File: src/hdl/spq_pkg.sv
// spq_pkg: shared types, constants and command/status structs for the
// sorted priority queue; used by spq_ctrl, spq_datapath and the top level
`default_nettype none

package spq_pkg;

    // queue storage depth, a power of two (ring addressing wraps by truncation)
    localparam int DEPTH  = 128;
    localparam int ADDR_W = $clog2(DEPTH);
    localparam int CNT_W  = $clog2(DEPTH + 1);

    localparam int CAP_W   = 8;
    localparam int DATA_W  = 32;
    localparam int COUNT_W = 8;

    // capacity after reset
    localparam logic [CAP_W-1:0] CAP_RESET = 8'd128;

    // operation codes
    localparam logic OP_INSERT = 1'b0;
    localparam logic OP_DELETE = 1'b1;

    // result status codes
    typedef enum logic [1:0] {
        ST_INSERTED = 2'd0,
        ST_FULL     = 2'd1,
        ST_DELETED  = 2'd2,
        ST_EMPTY    = 2'd3
    } status_t;

    typedef struct packed {
        logic                     opcode;
        logic signed [DATA_W-1:0] item_value;
        logic signed [DATA_W-1:0] item_priority;
    } in_word_t;

    typedef struct packed {
        status_t                  status;
        logic signed [DATA_W-1:0] removed_value;
        logic signed [DATA_W-1:0] removed_priority;
        logic [COUNT_W-1:0]       entry_count;
    } out_word_t;

    // commands from controller to datapath
    typedef struct packed {
        logic take_item;   // latch the accepted input word
        logic set_full;    // refuse insert
        logic set_empty;   // refuse delete
        logic ins_begin;   // hole at tail, read last entry
        logic shift_step;  // move one entry down or drop the new one in
        logic place_item;  // write new entry at hole
        logic del_begin;   // read head entry
        logic del_finish;  // pop head entry
        logic out_load;    // move result to output register
    } spq_cmd_t;

    // status from datapath to controller
    typedef struct packed {
        logic op_delete;   // opcode of the word at the input
        logic full;        // no room for another entry
        logic empty;       // no entries stored
        logic shift_more;  // entry above the hole has lower priority
        logic hole_one;    // hole sits right below the head
        logic out_free;    // output register can take a result
    } spq_stat_t;

endpackage

`default_nettype wire

File: src/hdl/spq_ctrl.sv
// spq_ctrl: operation sequencer for the sorted priority queue
// depends on spq_pkg for command/status structs
`default_nettype none

module spq_ctrl (
    input  wire logic              clk,
    input  wire logic              rst_n,
    input  wire logic              in_valid,
    output logic                   in_stall,
    input  wire spq_pkg::spq_stat_t stat,
    output spq_pkg::spq_cmd_t      cmd
);
    import spq_pkg::*;

    typedef enum logic [4:0] {
        S_IDLE   = 5'b00001,
        S_SHIFT  = 5'b00010,
        S_PLACE  = 5'b00100,
        S_DREAD  = 5'b01000,
        S_RESULT = 5'b10000
    } state_t;

    state_t state_reg;
    state_t state_next;
    logic   accept;

    // input is taken only between operations
    assign in_stall = (state_reg != S_IDLE);
    assign accept   = in_valid && (state_reg == S_IDLE);

    // next state and commands
    always_comb
    begin
        state_next = state_reg;
        cmd        = '0;
        case (state_reg)
            S_IDLE:
            begin
                if (accept)
                begin
                    cmd.take_item = 1'b1;
                    if (stat.op_delete)
                    begin
                        if (stat.empty)
                        begin
                            cmd.set_empty = 1'b1;
                            state_next    = S_RESULT;
                        end
                        else
                        begin
                            cmd.del_begin = 1'b1;
                            state_next    = S_DREAD;
                        end
                    end
                    else
                    begin
                        if (stat.full)
                        begin
                            cmd.set_full = 1'b1;
                            state_next   = S_RESULT;
                        end
                        else
                        begin
                            cmd.ins_begin = 1'b1;
                            state_next    = stat.empty ? S_PLACE : S_SHIFT;
                        end
                    end
                end
            end
            S_SHIFT:
            begin
                cmd.shift_step = 1'b1;
                if (!stat.shift_more)
                    state_next = S_RESULT;
                else if (stat.hole_one)
                    state_next = S_PLACE;
            end
            S_PLACE:
            begin
                cmd.place_item = 1'b1;
                state_next     = S_RESULT;
            end
            S_DREAD:
            begin
                cmd.del_finish = 1'b1;
                state_next     = S_RESULT;
            end
            S_RESULT:
            begin
                if (stat.out_free)
                begin
                    cmd.out_load = 1'b1;
                    state_next   = S_IDLE;
                end
            end
            default:
            begin
                state_next = S_IDLE;
            end
        endcase
    end

    // state register
    always_ff @(posedge clk or negedge rst_n)
    begin
        if (!rst_n)
            state_reg <= S_IDLE;
        else
            state_reg <= state_next;
    end

endmodule

`default_nettype wire

File: config.mk
export PLATFORM = sky130hd
export DESIGN_NAME = spq_ctrl
export DESIGN_NICKNAME = d
export VERILOG_FILES = /design/src/hdl/spq_pkg.sv /design/src/hdl/spq_ctrl.sv
export SDC_FILE = /design/constraint.sdc
export NUM_CORES = 1
export LEC_CHECK = 0
export BUFFER_PORTS_ARGS = -buffer_cell sky130_fd_sc_hd__buf_2
export CORE_AREA = 2 2 39 41
export DETAILED_ROUTE_END_ITERATION = 10
export DIE_AREA = 0 0 41 43
export PLACE_DENSITY = 0.69
export SYNTH_ARGS = -nofsm -noshare
export SYNTH_HDL_FRONTEND = slang
export SYNTH_SLANG_ARGS = --single-unit
File: constraint.sdc
create_clock -name clk -period 1.52 [get_ports clk]
set_input_delay 0.076 -clock clk [delete_from_list [all_inputs] [get_ports clk]]
set_output_delay 0.076 -clock clk [all_outputs]
set_load 0.005 [all_outputs]
Word-level counts from Yosys, hierarchy flattened --
Cells that the tools add are included.
Word-level totals: bits in registers 5, input port bits 9
Cells by class: equal/unequal tests 9, mux-type cells 26, reductions and logical operators 3
Operators with widths (count):
- two-way mux 5 bit | 7
- case mux 5 bit (4 select lines) | 1
- two-way mux 1 bit | 15
- two-way mux 4 bit | 2
- equality test 5 x 1 -> 1 bit, second input constant | 1
- equality test 5 x 2 -> 1 bit, second input constant | 1
- equality test 5 x 3 -> 1 bit, second input constant | 1
- equality test 5 x 4 -> 1 bit, second input constant | 1
- equality test 5 bit, second input constant | 1
- != test 5 x 1 -> 1 bit, second input constant | 1
- != test 2 bit, second input constant | 2
- two-way mux 3 bit | 1
- != test 3 bit, second input constant | 1
- AND reduction 3 bit | 1
- OR reduction 2 bit | 1
- logical AND 1 bit | 1

Depth between registers and ports, before layout --
Gate-level depths: netlist (run 1).
word-level depth 5, mapped depth 6

Worst setup path after synthesis (run 1) --
OpenSTA, ideal clock, no wires.
path type reg2reg, from reg state_reg[2], to reg state_reg[0], library setup time 78 ps, arrival 1417 ps, data required time 1442 ps, slack 25 ps, cell stages (with the launch flop) 4, path buffers 0, clock period less this slack 1495 ps, cell sequence dfrtp_1 -> or4b_4 -> a211o_2 -> and3_1
Between the ends: cells in the longest elaborated chain, start to end 4, elaborated cells between the ends (all ways) 12, those cells by class eq/ne (8); mux (1); reduce/logical (3)
RTL lines:
- start, declared | RTL line spq_ctrl.sv:23 | state_t state_reg;
- start signal, assigned | RTL line spq_ctrl.sv:109 | state_reg <= state_next;
- equality test 5 x 1 -> 1 bit | RTL line spq_ctrl.sv:29, spq_ctrl.sv:36
- logical AND 1 bit | RTL line spq_ctrl.sv:29 | assign accept = in_valid && (state_reg == S_IDLE);
- != test 2 bit (no source line)
- AND reduction 3 bit (no source line)
Several ways; a longest one is shown, not always the timed one. A chain may end at the register's enable or synchronous reset.

==> run metrics, run 1 <==
mux cell area share after synthesis roughly 2.6%; die height 43 microns; Clock power frac between 15 and 20%; Syn Area/Cell between 8 and 9 sq um; Remaining DRCs 0; worst vdd ir 0.0006742 V; syn nets 55; Sw Ratio a little under two fifths; flip-flop count of the largest register after layout 5; root buf cell clkbuf_4; Distinct cells, synth 28; Synth Area in Adders 0%; Worst-Margin Slew roughly 250 ps; Simple-Gate Fraction of Synth Area between 40% and 50%; YS warnings 0; first-pass GRT wire length 1614 microns; Mapped Cells 46; # diodes 0; Power Density 1457 mW/mm^2; DR vias/cell 5.124; GRT Overall Usage 14.16%; post-route ant nets 0; part of the power in registers between 20% and 30%; Cell Area, Synth 390.4 sq um; unrepaired setup endpoints after global routing true; pre-CTS setup slack 16.35 ps; CTS tree done; DRT Pass-1 Iters 4; number of port buffers 18; # fillers approximately 140; routed via count roughly 460; predominant post-synthesis flop cell dfrtp_1; crit path launch type flip-flop; final hold viol count 0; die width 41 microns; Clock Skews 5.404 ps; R2R Setup Slk -20 ps; H-tree Lvls 1; total gr overflow 0; final worst slack -33.76 ps; Worst EP arrival 1480 ps; FMAX about 640 MHz; Setup Viol. Count Final 4; Crit Path Max Fanout 4; # rows 14; Area growth, synth to finish 58.97%; ys async rst share 100.0%; routed wire length 1056 microns; P_leak 0.0003072 uW; Tmin final 1554 ps; Clk Latency, worst-skew pair 240 ps; max-slew violations 0; run status finished, violations left; Final Core Density 44.85%; I/O pin count 19; most frequent cells in the layout buf_2 (18), buf_4 (6), nor2_1 (4); share of cells above drive strength 1 ~58%; Design Power 904.4 uW; vias in the first global route 420; Crit path required time 1440 ps; Logic pwr share approximately three fifths; switching pwr 347.1 uW; clock sinks 5; hold slack 66.09 ps; largest net degree at the start of global routing 9; DR WL/cell between 10 and 15 microns; Worst-path clk slew 40 ps; sequential cell area approximately 130 sq um; initial core utilization 28.21%; total of max-cap violations 0; HP Class in2reg; period utilization 102.2%; commonest non-fill, non-tap cell in the layout buf_2; Critical Path End Type output pin; Slew HR 83.23%; internal power 557.3 uW; main combinational cell family by area after synthesis simple AND/OR/NAND/NOR gates; sequential area share after synthesis 32.37%; xor-xnor portion of the synthesized cell area under 10%; Final Wtd Congestion just under 0.8; crit path kind reg2out; EDFF count, synth 0; dpl hpwl between 700 and 800 microns; clk buf depth 2; Core ar. approximately 0.0014 sq mm; die area 0.001763 sq mm; area of the multi-input gates 290.3 sq um; initial antenna violation count 0; Yosys reg bits 5; Layout Nets 83; Synth Area in Compound Gates around 17%; failing checks setup timing; CTS buffer count 3; Starting DRT DRC Count 10
-- final timing paths --
path | start | end | cells past startpoint
worst max-delay path | state_reg[0] | cmd[6] | 5
worst min-delay path | stat[4] | state_reg[1] | 2
worst max register to register | state_reg[0] | state_reg[0] | 4
worst min register to register | state_reg[4] | state_reg[1] | 3
max in group asynchronous | rst_n | state_reg[0] | 2
min in group asynchronous | rst_n | state_reg[4] | 2
-- critical path: stages, from the launching register on --
cell and delay [ps]:
dfstp_2 540, nor3b_4 220, nand3_2 140, inv_2 90, and3_1 150, buf_2 110
-- synthesized netlist by cell type, types with 2 or more instances --
cell | number | share of area (%)
a21oi_1 | 2 | 2.6
and3_1 | 3 | 4.8
dfrtp_1 | 4 | 26
inv_1 | 3 | 2.9
nand2_1 | 3 | 2.9
nor2_1 | 7 | 6.7
nor3b_1 | 2 | 3.8
o21ai_0 | 2 | 2.6
-- area by class of cell --
| cell class | count | share of cell area, % |
|---|---|---|
| sequential | 5 | 20.56 |
| inverter | 3 | 1.815 |
| timing repair buffer | 25 | 23.39 |
| clock buffer | 4 | 4.234 |
| tap | 16 | 3.226 |
| multi-input combinational | 36 | 46.77 |
-- per-layer routing --
metal,routed length [microns],GRT usage [%]
met5,0,0
met4,19,14.00
met3,47,1.571
met2,537,20.63
met1,451,16.45
-- power groups by stage --
stage / logic (uW) / registers [uW] / clock network [uW]
3_3_place_gp: 427 / 208 / 0
2_1_floorplan: 270 / 206 / 0
3_5_place_dp: 435 / 212 / 0
4_1_cts: 501 / 211 / 158
5_1_grt: 598 / 214 / 171
6_report: 543 / 211 / 150
-- stage by stage --
stage	setup TNS, ps	cell area (sq um)	instances
6_report	-103.2	620.6	89
5_1_grt	-573.8	620.6	89
2_1_floorplan	0	390.4	46
4_1_cts	-141.5	595.6	89
3_3_place_gp	0	529.3	83
3_5_place_dp	0	529.3	83
-- what timing repair did --
action | in CTS | in global routing
hold endpoints to repair | 5 | 0
hold buffers | 1 | 0
gates resized for setup | 7 | 8
pin swaps | 1 | 1
endpoints found under the setup margin | 7 | 9
buffers inserted | 1 | 0
-- cells by family after synthesis --
| family | count (synthesis) |
|---|---|
| multiplexers | 1 |
| AO/OA/AOI/OAI | 9 |
| XOR/XNOR | 1 |
| buffers and inverters | 5 |
| AND/OR/NAND/NOR | 25 |
| flip-flops | 5 |
(Power assumes the default switching activity.)
==> run 2: changes to the inputs <==
BUFFER_PORTS_ARGS = not set   (was -buffer_cell sky130_fd_sc_hd__buf_2)
DONT_BUFFER_PORTS = 1   (was not set)
GPL_TIMING_DRIVEN = 0   (was not set)
PLACE_DENSITY = 0.56   (was 0.69)
==> run 2 against run 1 <==
Effect of this change:
- non-clock buffer count is 12 lower
- hold slack worse by 20 ps
- clock power is 3% higher
- clock-buffer cell count stayed put
- routed wire length is 12% higher
- the flow still finishes with violations (setup timing)
- flip-flop and latch count stayed put
- register-to-register slack worse by 50 ps
- worst setup slack worse by 39 ps
- combinational power is 2% higher
- die area stayed put
- sequential power is 3% lower
- highest routed layer is now met3
- global-route usage is 1.1 points higher
==> run metrics, run 2 (same netlist as run 1, synthesis figures left out) <==
switching pwr 351.9 uW (was 347.1 uW); vias in the first global route 419 (was 420); non-filler cells, final 77 (was 89); # rows 14 (unchanged); I/O pin count 19 (unchanged); Final Wtd Congestion 0.7046 (was 0.7817); metal3 WL 67 microns (was 47 microns); unrepaired setup endpoints after global routing true (unchanged); Logic pwr share 60.7% (was 60.0%); commonest non-fill, non-tap cell in the layout buf_4 (was buf_2); failing checks setup timing (unchanged); flip-flop count of the largest register after layout 5 (unchanged); Worst-path clk slew 50 ps (was 40 ps); total gr overflow 0 (unchanged); max-slew violations 0 (unchanged); Power Density 1512 mW/mm^2 (was 1457 mW/mm^2); share of cells above drive strength 1 47.54% (was 57.53%); initial antenna violation count 0 (unchanged); run status finished, violations left (unchanged); internal power 561.7 uW (was 557.3 uW); root buf cell clkbuf_4 (unchanged); total of max-cap violations 0 (unchanged); Core ar. 0.001384 sq mm (unchanged); Highest Signal Layer met3 (was met4); Crit Path Max Fanout 3 (was 4); GRT Overall Usage 15.24% (was 14.16%); post-route ant nets 0 (unchanged); Area growth, synth to finish 54.81% (was 58.97%); Clock power frac 16.8% (was 16.6%); H-tree Lvls 1 (unchanged); Clk Latency, worst-skew pair 240 ps (about the same); # fillers 139 (was 144); Slew HR 77.94% (was 83.23%); Layout Nets 71 (was 83); FMAX 627.8 MHz (was 643.6 MHz); DRT Pass-1 Iters 3 (was 4); final instance area 604.3 sq um (was 620.6 sq um); largest net degree at the start of global routing 10 (was 9); area of the multi-input gates 300.3 sq um (was 290.3 sq um); routed via count 418 (was 456); # diodes 0 (unchanged); clock sinks 5 (unchanged); DR WL/cell 15.35 microns (was 11.87 microns); CTS buffer count 3 (unchanged); die width 41 microns (unchanged); final worst slack -72.93 ps (was -33.76 ps); Starting DRT DRC Count 8 (was 10); crit path kind reg2reg (was reg2out); clk buf depth 2 (unchanged); CTS tree done (unchanged); number of port buffers 0 (was 18); worst vdd ir 0.0009538 V (was 0.0006742 V); initial core utilization 28.21% (unchanged); first-pass GRT wire length 1794 microns (was 1614 microns); routed wire length 1182 microns (was 1056 microns); DP Cell Count 62 (was 83); Remaining DRCs 0 (unchanged); P_leak 0.0002518 uW (was 0.0003072 uW); final hold viol count 0 (unchanged); placed cell area 410.4 sq um (was 529.3 sq um); Tmin final 1593 ps (was 1554 ps); Critical Path End Type flip-flop (was output pin); met2 wire length 628 microns (was 537 microns); die area 0.001763 sq mm (unchanged); Worst EP arrival 1780 ps (was 1480 ps); DR vias/cell 5.429 (was 5.124); part of the power in registers 22.5% (was 23.4%); Sw Ratio 38.52% (was 38.38%); period utilization 104.8% (was 102.2%); sequential cell area 130.1 sq um (was 127.6 sq um); crit path launch type flip-flop (unchanged); Design Power 913.6 uW (was 904.4 uW); Worst-Margin Slew 326.4 ps (was 248.0 ps); most frequent cells in the layout buf_4 (7), nor2_1 (4), dlygate4sd3_1 (4), clkbuf_4 (3), dfrtp_2 (3) (was buf_2 (18), buf_4 (6), nor2_1 (4)); wl on met1 486 microns (was 451 microns); Setup Viol. Count Final 3 (was 4); Crit path required time 1710 ps (was 1440 ps); pre-CTS setup slack -103.0 ps (was 16.35 ps); die height 43 microns (unchanged); dpl hpwl 729.1 microns (was 789.5 microns); Clock Skews 3.905 ps (was 5.404 ps); HP Class in2reg (unchanged)
-- run 2: cell types whose count changed in the layout (fill, tap and decap cells not counted), sizes merged --
cell and change:
clkbuf +1, dlygate4sd3 +3, buf -16
-- run 2: area by class of cell --
cell class	count	area share [%]
multi-input cells	36	49.69
inverters	3	1.863
flip-flops and latches	5	21.53
plain buffers	2	1.863
repair buffers	11	17.39
well taps	16	3.313
clock buffers	4	4.348
-- run 2: layer usage --
| metal | global-route usage (%) | vias to the layer above |
|---|---|---|
| met5 | 0 | - |
| met4 | 4.000 | 0 |
| met3 | 6.806 | 0 |
| met2 | 24.69 | 18 |
| met1 | 17.32 | 197 |
| li1 | - | 203 |
-- run 2: through the flow --
stage / util [%] / hold WS (ps) / TNS [ps]
floorplan: - / -219.6 / 0
global placement: 29.66 / -219.4 / -366.9
detailed placement: 29.66 / -219.5 / -552.4
CTS: 42.04 / 36.71 / -49.39
global route: 43.67 / 63.41 / -547.9
finish: 43.67 / 45.90 / -131.3
-- run 2: worst paths after layout --
check,slack [ps],from,depth (start not counted),endpoint
max in group asynchronous,1160,rst_n,1,state_reg[0]
min in group asynchronous,120,rst_n,1,state_reg[4]
hold / removal,50,stat[2],2,state_reg[1]
hold reg to reg,740,state_reg[2],4,state_reg[2]
setup reg to reg,-70,state_reg[2],4,state_reg[0]
setup / recovery,-70,state_reg[2],4,state_reg[0]
-- run 2: power groups by stage --
| stage | clock network (uW) | logic (uW) | registers (uW) |
|---|---|---|---|
| 6_report | 154 | 555 | 205 |
| 2_1_floorplan | 0 | 270 | 206 |
| 3_3_place_gp | 0 | 324 | 214 |
| 4_1_cts | 159 | 518 | 204 |
| 3_5_place_dp | 0 | 331 | 215 |
| 5_1_grt | 168 | 602 | 210 |
-- run 2: repair_timing --
action	4_1_cts	5_1_grt
hold buffers	4	0
gates cloned	0	0
hold endpoints to repair	8	0
pin swaps	1	2
buffers inserted	6	1
resized for setup	16	3
setup endpoints to repair	11	8
-- run 2: worst max-delay path, stage by stage (launching register included) --
cell and delay (ps):
dfrtp_2 400, or4b_4 560, nor4b_4 240, a211o_2 170, and3_4 170
